$ cat src/design/sp2hb_pkg.sv
// Shared types and constants for the servo pulse to H-bridge PWM block.
// No dependencies; used by every module under design/.
package sp2hb_pkg;

  localparam int TIMER_BITS_DEF = 10;
  localparam int CFG_W          = 12;
  localparam int CFG_IDX_W      = 3;
  localparam int WIDTH_W        = 12;
  localparam int DRIVE_W        = 10;
  localparam int ZONE_W         = 10;
  localparam int TMO_W          = 8;
  localparam int EOVF_W         = 5;

  localparam logic [EOVF_W-1:0]  EDGE_OVF_CAP   = 5'd20;
  localparam logic [DRIVE_W-1:0] FULL_DRIVE     = 10'd1023;
  localparam logic [TMO_W-1:0]   BLINK_ON_BELOW = 8'd4;

  localparam logic [WIDTH_W-1:0] MIN_WIDTH_RST   = 12'd750;
  localparam logic [WIDTH_W-1:0] MAX_WIDTH_RST   = 12'd2250;
  localparam logic [WIDTH_W-1:0] CENTRE_LOW_RST  = 12'd1380;
  localparam logic [WIDTH_W-1:0] CENTRE_HIGH_RST = 12'd1620;
  localparam logic [ZONE_W-1:0]  BRAKE_ZONE_RST  = 10'd50;
  localparam logic [ZONE_W-1:0]  DEAD_ZONE_RST   = 10'd70;
  localparam logic [TMO_W-1:0]   TIMEOUT_RST     = 8'd100;

  typedef enum logic [CFG_IDX_W-1:0] {
    REG_MIN_WIDTH   = 3'd0,
    REG_MAX_WIDTH   = 3'd1,
    REG_CENTRE_LOW  = 3'd2,
    REG_CENTRE_HIGH = 3'd3,
    REG_BRAKE_ZONE  = 3'd4,
    REG_DEAD_ZONE   = 3'd5,
    REG_TIMEOUT     = 3'd6
  } reg_idx_t;

  typedef struct packed {
    logic [WIDTH_W-1:0] min_width;
    logic [WIDTH_W-1:0] max_width;
    logic [WIDTH_W-1:0] centre_low;
    logic [WIDTH_W-1:0] centre_high;
    logic [ZONE_W-1:0]  brake_zone;
    logic [ZONE_W-1:0]  dead_zone;
    logic [TMO_W-1:0]   timeout;
  } cfg_t;

  typedef struct packed {
    logic               overflow;
    logic               width_ok;
    logic [WIDTH_W-1:0] width;
  } meas_t;

endpackage

$ cat src/design/sp2hb_cfg_regs.sv
// Configuration register file for the servo pulse to H-bridge PWM block.
// Depends on sp2hb_pkg.
module sp2hb_cfg_regs
  import sp2hb_pkg::*;
(
  input  logic                 clk,
  input  logic                 rst_n,
  input  logic                 cfg_we,
  input  logic [CFG_IDX_W-1:0] cfg_index,
  input  logic [CFG_W-1:0]     cfg_wdata,
  output cfg_t                 cfg
);

  cfg_t cfg_r;
  cfg_t cfg_nxt;

  always_comb begin
    cfg_nxt = cfg_r;
    if (cfg_we) begin
      case (cfg_index)
        REG_MIN_WIDTH:   cfg_nxt.min_width   = cfg_wdata;
        REG_MAX_WIDTH:   cfg_nxt.max_width   = cfg_wdata;
        REG_CENTRE_LOW:  cfg_nxt.centre_low  = cfg_wdata;
        REG_CENTRE_HIGH: cfg_nxt.centre_high = cfg_wdata;
        REG_BRAKE_ZONE:  cfg_nxt.brake_zone  = cfg_wdata[ZONE_W-1:0];
        REG_DEAD_ZONE:   cfg_nxt.dead_zone   = cfg_wdata[ZONE_W-1:0];
        REG_TIMEOUT:     cfg_nxt.timeout     = cfg_wdata[TMO_W-1:0];
        default:         cfg_nxt = cfg_r;
      endcase
    end
  end

  always_ff @(posedge clk) begin
    if (!rst_n) begin
      cfg_r.min_width   <= MIN_WIDTH_RST;
      cfg_r.max_width   <= MAX_WIDTH_RST;
      cfg_r.centre_low  <= CENTRE_LOW_RST;
      cfg_r.centre_high <= CENTRE_HIGH_RST;
      cfg_r.brake_zone  <= BRAKE_ZONE_RST;
      cfg_r.dead_zone   <= DEAD_ZONE_RST;
      cfg_r.timeout     <= TIMEOUT_RST;
    end else begin
      cfg_r <= cfg_nxt;
    end
  end

  assign cfg = cfg_r;

endmodule

$ cat src/design/sp2hb_width_meas.sv
// Overflow detection and pulse width measurement from pin and timer polls.
// Depends on sp2hb_pkg.
module sp2hb_width_meas
  import sp2hb_pkg::*;
#(
  parameter int TIMER_BITS = TIMER_BITS_DEF
) (
  input  logic                  clk,
  input  logic                  rst_n,
  input  logic                  step,
  input  logic                  level,
  input  logic [TIMER_BITS-1:0] count,
  input  cfg_t                  cfg,
  output meas_t                 meas
);

  logic                  last_level_r, last_level_nxt;
  logic [TIMER_BITS-1:0] last_count_r, last_count_nxt;
  logic [TIMER_BITS-1:0] edge_count_r, edge_count_nxt;
  logic [EOVF_W-1:0]     edge_ovf_r, edge_ovf_nxt;
  logic [EOVF_W-1:0]     edge_ovf_upd;
  logic                  overflow, rise, fall;
  logic [15:0]           diff, sum, width16;

  always_comb begin
    overflow = count < last_count_r;
    rise     = level & ~last_level_r;
    fall     = ~level & last_level_r;
    if (overflow && (edge_ovf_r < EDGE_OVF_CAP)) begin
      edge_ovf_upd = edge_ovf_r + EOVF_W'(1);
    end else if (overflow) begin
      edge_ovf_upd = EDGE_OVF_CAP;
    end else begin
      edge_ovf_upd = edge_ovf_r;
    end
    diff    = 16'(count) - 16'(edge_count_r);
    sum     = diff + (16'(edge_ovf_upd) << TIMER_BITS);
    width16 = {sum[14:0], 1'b0};

    meas.overflow = overflow;
    meas.width_ok = fall && (width16 >= 16'(cfg.min_width)) &&
                    (width16 <= 16'(cfg.max_width));
    meas.width    = width16[WIDTH_W-1:0];

    last_level_nxt = level;
    last_count_nxt = count;
    edge_count_nxt = rise ? count : edge_count_r;
    edge_ovf_nxt   = rise ? '0 : edge_ovf_upd;
  end

  always_ff @(posedge clk) begin
    if (!rst_n) begin
      last_level_r <= 1'b0;
      last_count_r <= '0;
      edge_count_r <= '0;
      edge_ovf_r   <= '0;
    end else if (step) begin
      last_level_r <= last_level_nxt;
      last_count_r <= last_count_nxt;
      edge_count_r <= edge_count_nxt;
      edge_ovf_r   <= edge_ovf_nxt;
    end
  end

  a_edge_ovf_capped: assert property (@(posedge clk) disable iff (!rst_n)
    edge_ovf_r <= EDGE_OVF_CAP)
    else $error("edge overflow count above cap");

endmodule

$ cat src/design/sp2hb_drive_ctrl.sv
// Timeout, LED blink, centre capture and drive level mapping.
// Depends on sp2hb_pkg; fed by sp2hb_width_meas.
module sp2hb_drive_ctrl
  import sp2hb_pkg::*;
(
  input  logic               clk,
  input  logic               rst_n,
  input  logic               step,
  input  meas_t              meas,
  input  cfg_t               cfg,
  output logic [DRIVE_W-1:0] drive_a,
  output logic [DRIVE_W-1:0] drive_b,
  output logic               led
);

  logic [TMO_W-1:0]   idle_r, idle_nxt;
  logic [TMO_W-1:0]   blink_r, blink_nxt;
  logic               centre_known_r, centre_known_nxt;
  logic [WIDTH_W-1:0] centre_r, centre_nxt;
  logic [DRIVE_W-1:0] drive_a_r, drive_a_nxt;
  logic [DRIVE_W-1:0] drive_b_r, drive_b_nxt;
  logic               led_r, led_nxt;

  logic [TMO_W:0]     idle_inc;
  logic               timeout_hit;
  logic               neg, brake, active;
  logic [WIDTH_W-1:0] mag, excess;
  logic [WIDTH_W+1:0] scaled;
  logic [DRIVE_W-1:0] level;

  always_comb begin
    idle_inc    = {1'b0, idle_r} + (TMO_W+1)'(1);
    timeout_hit = meas.overflow && (idle_inc >= {1'b0, cfg.timeout});

    idle_nxt         = idle_r;
    blink_nxt        = blink_r;
    centre_known_nxt = centre_known_r;
    centre_nxt       = centre_r;
    drive_a_nxt      = drive_a_r;
    drive_b_nxt      = drive_b_r;
    led_nxt          = led_r;

    if (meas.overflow) begin
      idle_nxt = timeout_hit ? cfg.timeout : idle_inc[TMO_W-1:0];
    end
    if (timeout_hit) begin
      blink_nxt   = blink_r + TMO_W'(1);
      drive_a_nxt = '0;
      drive_b_nxt = '0;
      led_nxt     = blink_nxt < BLINK_ON_BELOW;
    end

    neg    = meas.width < centre_r;
    mag    = neg ? centre_r - meas.width : meas.width - centre_r;
    brake  = mag < WIDTH_W'(cfg.brake_zone);
    active = mag > WIDTH_W'(cfg.dead_zone);
    excess = mag - WIDTH_W'(cfg.dead_zone);
    scaled = {1'b0, excess, 1'b0} + (WIDTH_W+2)'(excess);
    level  = (scaled > (WIDTH_W+2)'(FULL_DRIVE)) ? FULL_DRIVE : scaled[DRIVE_W-1:0];

    if (meas.width_ok) begin
      idle_nxt = '0;
      if (!centre_known_r) begin
        if ((meas.width > cfg.centre_low) && (meas.width < cfg.centre_high)) begin
          centre_nxt       = meas.width;
          centre_known_nxt = 1'b1;
        end
      end else begin
        led_nxt = 1'b1;
        if (brake) begin
          drive_a_nxt = FULL_DRIVE;
          drive_b_nxt = FULL_DRIVE;
        end else if (active) begin
          drive_a_nxt = neg ? '0 : level;
          drive_b_nxt = neg ? level : '0;
        end else begin
          drive_a_nxt = '0;
          drive_b_nxt = '0;
        end
      end
    end
  end

  always_ff @(posedge clk) begin
    if (!rst_n) begin
      idle_r         <= '0;
      blink_r        <= '0;
      centre_known_r <= 1'b0;
      centre_r       <= '0;
      drive_a_r      <= '0;
      drive_b_r      <= '0;
      led_r          <= 1'b0;
    end else if (step) begin
      idle_r         <= idle_nxt;
      blink_r        <= blink_nxt;
      centre_known_r <= centre_known_nxt;
      centre_r       <= centre_nxt;
      drive_a_r      <= drive_a_nxt;
      drive_b_r      <= drive_b_nxt;
      led_r          <= led_nxt;
    end
  end

  assign drive_a = drive_a_r;
  assign drive_b = drive_b_r;
  assign led     = led_r;

  a_both_on_is_brake: assert property (@(posedge clk) disable iff (!rst_n)
    (drive_a_r != '0) && (drive_b_r != '0) |->
      (drive_a_r == FULL_DRIVE) && (drive_b_r == FULL_DRIVE))
    else $error("both drives on without full brake");

  a_drive_implies_led: assert property (@(posedge clk) disable iff (!rst_n)
    (drive_a_r != '0) || (drive_b_r != '0) |-> led_r)
    else $error("drive active with LED off");

  a_centre_sticky: assert property (@(posedge clk) disable iff (!rst_n)
    centre_known_r |=> centre_known_r)
    else $error("centre lost after capture");

endmodule

$ cat src/design/servo_pulse_to_hbridge_pwm_top.sv
// Top level of the servo pulse to H-bridge PWM block: request register,
// result handshake and the three submodules. Depends on sp2hb_pkg.
//
//   channel | direction | handshake           | payload
//   in      | input     | in_valid/in_ready   | in_pin_level, in_timer_count
//   out     | output    | out_valid/out_ready | out_drive_a, out_drive_b, out_led
//   cfg     | input     | cfg_we (no wait)    | cfg_index, cfg_wdata
//
// One request per cycle sustained while out_ready is high; each request's result
// appears when the drive and LED registers load from the request register.
// The measurement and drive state registers update together on each step, which sets the rate.
// Synchronous active-low reset clears all state but the request payload and loads register defaults.
// A stalled result holds; one more request may wait in the request register.
module servo_pulse_to_hbridge_pwm_top
  import sp2hb_pkg::*;
#(
  parameter int TIMER_BITS = TIMER_BITS_DEF
) (
  input  logic                  clk,
  input  logic                  rst_n,
  input  logic                  in_valid,
  output logic                  in_ready,
  input  logic                  in_pin_level,
  input  logic [TIMER_BITS-1:0] in_timer_count,
  output logic                  out_valid,
  input  logic                  out_ready,
  output logic [DRIVE_W-1:0]    out_drive_a,
  output logic [DRIVE_W-1:0]    out_drive_b,
  output logic                  out_led,
  input  logic                  cfg_we,
  input  logic [CFG_IDX_W-1:0]  cfg_index,
  input  logic [CFG_W-1:0]      cfg_wdata
);

  logic                  req_v_r, req_v_nxt;
  logic                  req_level_r;
  logic [TIMER_BITS-1:0] req_count_r;
  logic                  out_valid_r, out_valid_nxt;
  logic                  step;
  cfg_t                  cfg;
  meas_t                 meas;

  assign step     = req_v_r && (!out_valid_r || out_ready);
  assign in_ready = !req_v_r || step;

  always_comb begin
    req_v_nxt = req_v_r;
    if (in_valid && in_ready) begin
      req_v_nxt = 1'b1;
    end else if (step) begin
      req_v_nxt = 1'b0;
    end
    out_valid_nxt = out_valid_r;
    if (step) begin
      out_valid_nxt = 1'b1;
    end else if (out_ready) begin
      out_valid_nxt = 1'b0;
    end
  end

  always_ff @(posedge clk) begin
    if (!rst_n) begin
      req_v_r     <= 1'b0;
      out_valid_r <= 1'b0;
    end else begin
      req_v_r     <= req_v_nxt;
      out_valid_r <= out_valid_nxt;
    end
  end

  always_ff @(posedge clk) begin
    if (in_valid && in_ready) begin
      req_level_r <= in_pin_level;
      req_count_r <= in_timer_count;
    end
  end

  sp2hb_cfg_regs u_cfg (
    .clk       (clk),
    .rst_n     (rst_n),
    .cfg_we    (cfg_we),
    .cfg_index (cfg_index),
    .cfg_wdata (cfg_wdata),
    .cfg       (cfg)
  );

  sp2hb_width_meas #(
    .TIMER_BITS (TIMER_BITS)
  ) u_meas (
    .clk   (clk),
    .rst_n (rst_n),
    .step  (step),
    .level (req_level_r),
    .count (req_count_r),
    .cfg   (cfg),
    .meas  (meas)
  );

  sp2hb_drive_ctrl u_ctrl (
    .clk     (clk),
    .rst_n   (rst_n),
    .step    (step),
    .meas    (meas),
    .cfg     (cfg),
    .drive_a (out_drive_a),
    .drive_b (out_drive_b),
    .led     (out_led)
  );

  assign out_valid = out_valid_r;

  a_stall_only_when_full: assert property (@(posedge clk) disable iff (!rst_n)
    !in_ready |-> req_v_r && out_valid_r && !out_ready)
    else $error("request side stalled with room downstream");

endmodule
$ cat config.mk
export PLATFORM = sky130hd
export DESIGN_NAME = servo_pulse_to_hbridge_pwm_top
export DESIGN_NICKNAME = d
export VERILOG_FILES = /design/src/design/sp2hb_pkg.sv /design/src/design/sp2hb_cfg_regs.sv /design/src/design/sp2hb_width_meas.sv /design/src/design/sp2hb_drive_ctrl.sv /design/src/design/servo_pulse_to_hbridge_pwm_top.sv
export SDC_FILE = /design/constraint.sdc
export NUM_CORES = 1
export LEC_CHECK = 0
export BUFFER_PORTS_ARGS = -buffer_cell sky130_fd_sc_hd__buf_2
export CAP_MARGIN = 40
export CORE_MARGIN = 3
export CORE_UTILIZATION = 57
export DETAILED_ROUTE_END_ITERATION = 7
export PLACE_DENSITY = 0.85
export SYNTH_ARGS = -nofsm -noshare
export SYNTH_HDL_FRONTEND = slang
export SYNTH_SLANG_ARGS = --single-unit
$ cat constraint.sdc
create_clock -name clk -period 7.6 [get_ports clk]
set_input_delay 0.38 -clock clk [delete_from_list [all_inputs] [get_ports clk]]
set_output_delay 0.38 -clock clk [all_outputs]
set_load 0.05 [all_outputs]
After elaboration in Yosys (flattened, before gate mapping)
Index checks and enable logic that the tools add are counted.

Order comparisons: 12. Mux-type cells: 29. Reduce and logical (&&, ||, !) cells: 27. Add/subtract/negate cells: 9. Bitwise gates (word level): 5. Eq/ne operators: 6.

Operator list (count): 10-bit 2-to-1 mux (13); 12-bit < comparator (2); 8-bit 2-to-1 mux (3); 12-bit subtractor (2); 2-bit AND reduction (11); 16-bit by 12-bit >= comparator with 1-bit output (1); 16-bit by 12-bit <= comparator with 1-bit output (1); 15-bit adder (1); 5-bit 2-to-1 mux (3); 13-bit by 12-bit adder with 14-bit output (1); 14-bit by 10-bit > comparator with 1-bit output (second input constant) (1); 12-bit by 10-bit > comparator with 1-bit output (1); 12-bit > comparator (1); 12-bit by 10-bit < comparator with 1-bit output (1); 12-bit 2-to-1 mux (1); 12-bit by 10-bit subtractor with 12-bit output (1); 10-bit by 10-bit subtractor with 11-bit output (1); 10-bit < comparator (1); 8-bit by 1-bit adder with 9-bit output (second input constant) (1); 3-bit == test (second input constant) (3); 9-bit by 8-bit >= comparator with 1-bit output (1); 1-bit 2-to-1 mux (9); 8-bit by 1-bit adder with 8-bit output (second input constant) (1); 8-bit by 3-bit < comparator with 1-bit output (second input constant) (1); other kinds (12) (26).

Logic and storage cells: 110. Register bits after elaboration: 164. Output and inout bits: 23. Input bits: 31.

Logic depth before layout (Yosys ltp)
Depth after elaboration: 15. Depth in mapped cells: 39. Depth with buffers taken out: 37.

Cells and area by module
A second synthesis with hierarchy kept.

Cells, all modules: 1363. Area, all modules: 11786.3 um2.

By module, submodules not included: sp2hb_drive_ctrl (cells each 739, area an instance 5755.5 um2, sequential area each 1001.0 um2, instances 1); sp2hb_cfg_regs (cells each 279, area an instance 2931.6 um2, sequential area each 1521.5 um2, instances 1); sp2hb_width_meas (cells each 325, area an instance 2665.1 um2, sequential area each 520.5 um2, instances 1); servo_pulse_to_hbridge_pwm_top (cells each 20, area an instance 434.2 um2, sequential area each 370.4 um2, instances 1).

Worst setup path before layout
Ideal clock, no wire load.

Path type: register to register. Start: register req_count_r[0]. End: register u_ctrl.drive_a_r[8] (netlist: u_ctrl.drive_a[8]). Buffers on the path: 2. Setup time: 0.128 ns. Stages on the path, launching flop included: 35. Clock period less this slack: 7.638 ns. Slack: -0.038 ns. Data required time: 7.472 ns. Data arrival time: 7.511 ns. Path through: edfxtp_1 -> inv_1 -> ha_1 -> inv_1 -> fa_1 -> a21oi_1 -> nor2b_1 -> o31a_1 -> o41a_1 -> xor2_1 -> ha_1 -> and4_1 -> a21boi_2 -> o41ai_2 -> clkbuf_1 -> mux2i_1 -> ha_1 -> a21o_1 -> a21oi_1 -> nor2b_1 -> o31a_1 -> o21a_1 -> nor2_1 -> xnor2_1 -> ha_1 -> or2_2 -> a311oi_1 -> a21oi_1 -> nor3_1 -> nor2b_1 -> a2111oi_2 -> mux2i_2 -> buf_6 -> o31ai_1 -> a21oi_1.

RTL lines: from (decl) (line servo_pulse_to_hbridge_pwm_top.sv:37) `logic [TIMER_BITS-1:0] req_count_r;`; from (signal assigned) (line servo_pulse_to_hbridge_pwm_top.sv:74) `req_count_r <= in_timer_count;`; to (signal assigned) (line sp2hb_drive_ctrl.sv:98) `drive_a_r <= drive_a_nxt;`; to (decl) (line sp2hb_drive_ctrl.sv:20) `logic [DRIVE_W-1:0] drive_a_r, drive_a_nxt;`.

==> impl_metrics.ini <==
[power]
p_seq_frac = 0.176
switchingPower_mw = 2.29
p_clk_frac = 0.179
combPwrFrac = 0.645
internal_power_mw = 2.83
p_per_area_nw_per_um2 = 403
leakage_nw = 5.31
peakVddDrop_mv = 0.378
netSwitchingFraction = 0.447

[die]
fp.coreArea_um2 = 18300
num_io_pins = 54
die_height_um = 144
initial_core_util = 0.592
die_area_um2 = 20700
rows = 49
die_w_um = 144

[clock_tree]
numCtsBuffers = 17
cts_root_buf = clkbuf_16
clk_pin_slew_ns = 0.07
cts_buffer_depth = 2
clock-sinks = 164
cts_tree = yes
clock_latency_ns = 0.44
htree_levels = 4

[yosys]
ys_types = 72
yosys.area.top_type = dfxtp_1
syn_avg_cell_area_um2 = 7.92
ys.flop_type = dfxtp_1
ys_top_cells_by_area = dfxtp_1 28%, ha_1 15%, nand2_1 8.7%
synth_edf_count = 11
yosysWarnings = 0
synth.top_cell.area_share = 0.282
async_flop_share = 0
syn_nets = 1535
ys_seq_area_frac = 0.313
syn-instance-count = 1369
synth-seq-cells = 164
netlist_area_um2 = 10800

[critical_path]
rr_worst_depth = 36
critPathKind = flip-flop to flip-flop
startpoint = req_count_r[0]$_DFFE_PP_
path_common_cell = a21oi_2
critPathArrivalTime_ns = 8.24
cpMaxStageDelayCell = o41a_4
reg2reg_from = req_count_r[0]$_DFFE_PP_
critPathCaptureType = flip-flop
reg2reg_to = u_ctrl.drive_a[0]$_SDFFE_PN0P_
regToRegSetupSlack_ns = -0.27
cp-endpoint = u_ctrl.drive_a[0]$_SDFFE_PN0P_
path_max_fanout = 7
start_kind = flip-flop
cp_data_required_time_ns = 7.97
critPathMaxStageDelay_ns = 0.52

[placed_design]
hpwl_um = 20500
placed_cells = 1644
portBuffers = 53
place_congestion = 0.966

[layout]
instances_no_fill = 1696
n_antenna_cell = 0
area_delta_synth_final_pct = 17.2
drive_gt1_frac = 0.157
nets = 1620

[timing]
fin_crit_ns = 7.87
tightestPinTransition_ns = 0.917
slew_headroom = 0.387
setup_viol = 20
fin_crit_sh = 1.04
rsz0062_at_grt = true
hold_viol = 0
setup_ws_ns = -0.269
fmax_ghz = 0.127
drv_slew = 0
fin_tns_setup_ns = -3.74
fin_skew_ns = 0.0139

[global_route]
track_usage = 0.285
grt_max_degree = 57
grt_pass1_vias = 9715
grt_overflow_total = 0
antenna_found_initial = 0
grt_pass1_wl_um = 47300

[detailed_routing]
ant_nets = 0
routed_wl_um = 30100
via_per_inst = 6.07
num_vias = 10299
wl_per_cell_um = 17.8
post-route-drc-count = 0
drtIter0Drc = 798
drt_pass1_iterations = 7

[job]
cap_violations = 0

[worst_hold_path]
hold_path.class = primary input to flip-flop
whs_path_depth = 1

[run_status]
outcome = finished with violations
violations = negative setup slack
how the worst min path moves through the flow:
| stage | startpoint | to |
|---|---|---|
| after global placement | u_meas.last_count_r[0]$_SDFFE_PN0P_ | u_meas.last_count_r[0]$_SDFFE_PN0P_ |
| final | in_timer_count[6] | req_count_r[6]$_DFFE_PP_ |
| after CTS | in_timer_count[4] | req_count_r[4]$_DFFE_PP_ |
| after floorplan | u_cfg.cfg[40]$_SDFFE_PN0P_ | u_cfg.cfg[40]$_SDFFE_PN0P_ |
| after global routing | in_timer_count[8] | req_count_r[8]$_DFFE_PP_ |
| after detailed placement | u_meas.last_count_r[0]$_SDFFE_PN0P_ | u_meas.last_count_r[0]$_SDFFE_PN0P_ |
cell usage after synthesis, types with 7 or more instances:
master and n:
a211oi_1 16, a21o_1 23, a21oi_1 139, a22oi_1 8, a31oi_1 27, and2_1 7, and3_1 10, clkbuf_1 38
dfxtp_1 153, edfxtp_1 11, ha_1 129, inv_1 129, mux2i_1 13, nand2_1 252, nand2b_1 11, nand3_1 19
nand4_1 8, nor2_1 69, nor2b_1 20, nor3_1 22, nor4_1 8, o211ai_1 41, o21a_1 21, o21ai_0 29
o21ai_1 21, o31ai_1 8, xnor2_1 22, xor2_1 19
kinds of logic (layout without fill, tap and decap cells):
logic type	Yosys count	after routing	synth area share
flops	164	164	0.313
buf+inv	182	280	0.0666
mux	18	18	0.0174
fa+ha+maj	135	135	0.160
xor+xnor	42	42	0.0346
simple gates	449	449	0.183
compound gates	379	379	0.225
critical path, delay by kind of cell (launching register included):
family                     cells  cell delay, ns
AOI/OAI and AO/OA             12            3.14
and+or+nand+nor                8            0.95
muxes                          2            0.49
buffers and inverters          5            0.58
DFF                            1            0.39
adders and majority gates      6            1.81
xor gates and xnor gates       3            0.43
routing by layer:
layer  GRT usage  routed length [µm]
met1       0.355               12500
met2       0.479               14500
met3      0.0429                1650
met4       0.140                1470
met5           0                   0
per-stage QoR:
stage          utilization  instance area (µm²)  power [mW]  hold WS, ns  setup slack, ns
3_5_place_dp         0.628                11500        3.15        0.444           -0.256
6_report             0.693                12700        5.13        0.112           -0.269
3_3_place_gp         0.627                11500        3.08        0.439           0.0856
5_1_grt              0.693                12700        5.35        0.104           -0.491
2_1_floorplan            -                10900        2.65        0.431          0.00810
4_1_cts              0.667                12200        4.20        0.107           0.0226
power by group through the flow:
stage / clock, mW / sequential [mW] / combinational (mW)
3_5_place_dp: 0 / 0.921 / 2.23
3_3_place_gp: 0 / 0.920 / 2.16
4_1_cts: 0.923 / 0.902 / 2.37
2_1_floorplan: 0 / 0.919 / 1.73
6_report: 0.920 / 0.902 / 3.31
5_1_grt: 0.969 / 0.904 / 3.48
flip-flops by register name, indices dropped and copies added (netlist names), 5 cells and up:
name                 count
req_count_r             10
u_cfg.cfg               76
u_ctrl.blink_r           8
u_ctrl.centre_r         11
u_ctrl.drive_a          10
u_ctrl.drive_b          10
u_ctrl.idle_r            8
u_meas.edge_count_r     10
u_meas.edge_ovf_r        5
u_meas.last_count_r     10
cells in the final DEF (no fill, tap or decap), types with 6 or more instances in the layout:
cell / instances
o31ai_1: 6
clkbuf_16: 17
nor3_1: 19
a21oi_2: 9
nand2b_1: 11
o21ai_0: 27
and2_1: 7
nor2b_1: 19
and3_1: 10
a211oi_1: 15
mux2i_1: 11
o21ai_1: 11
nor4_1: 6
a22oi_1: 8
a21oi_1: 130
dfxtp_1: 153
edfxtp_1: 11
buf_4: 60
a21o_1: 23
o211ai_1: 41
inv_1: 128
nand4_1: 8
xnor2_1: 19
nor2_1: 67
buf_2: 53
nand3_1: 16
xor2_1: 17
o21a_1: 21
a31oi_1: 26
nand2_1: 249
o21ai_2: 11
ha_1: 122
repair_timing:
item	4_1_cts	5_1_grt
buffers inserted	5	15
hold buffers	0	0
setup endpoints to repair	20	20
gates resized for setup	10	73
gates cloned	0	1
pin swaps	5	55
final cells by class:
cell class / instances / area (µm²)
inverter: 130 / 488
clock buffer: 20 / 457
timing repair buffer: 118 / 772
fill: 1366 / 5620
clock inverter: 12 / 169
sequential: 164 / 3390
multi-input combinational: 1023 / 7140
tap: 229 / 287
Note: power is estimated with default switching activity, not from simulation.
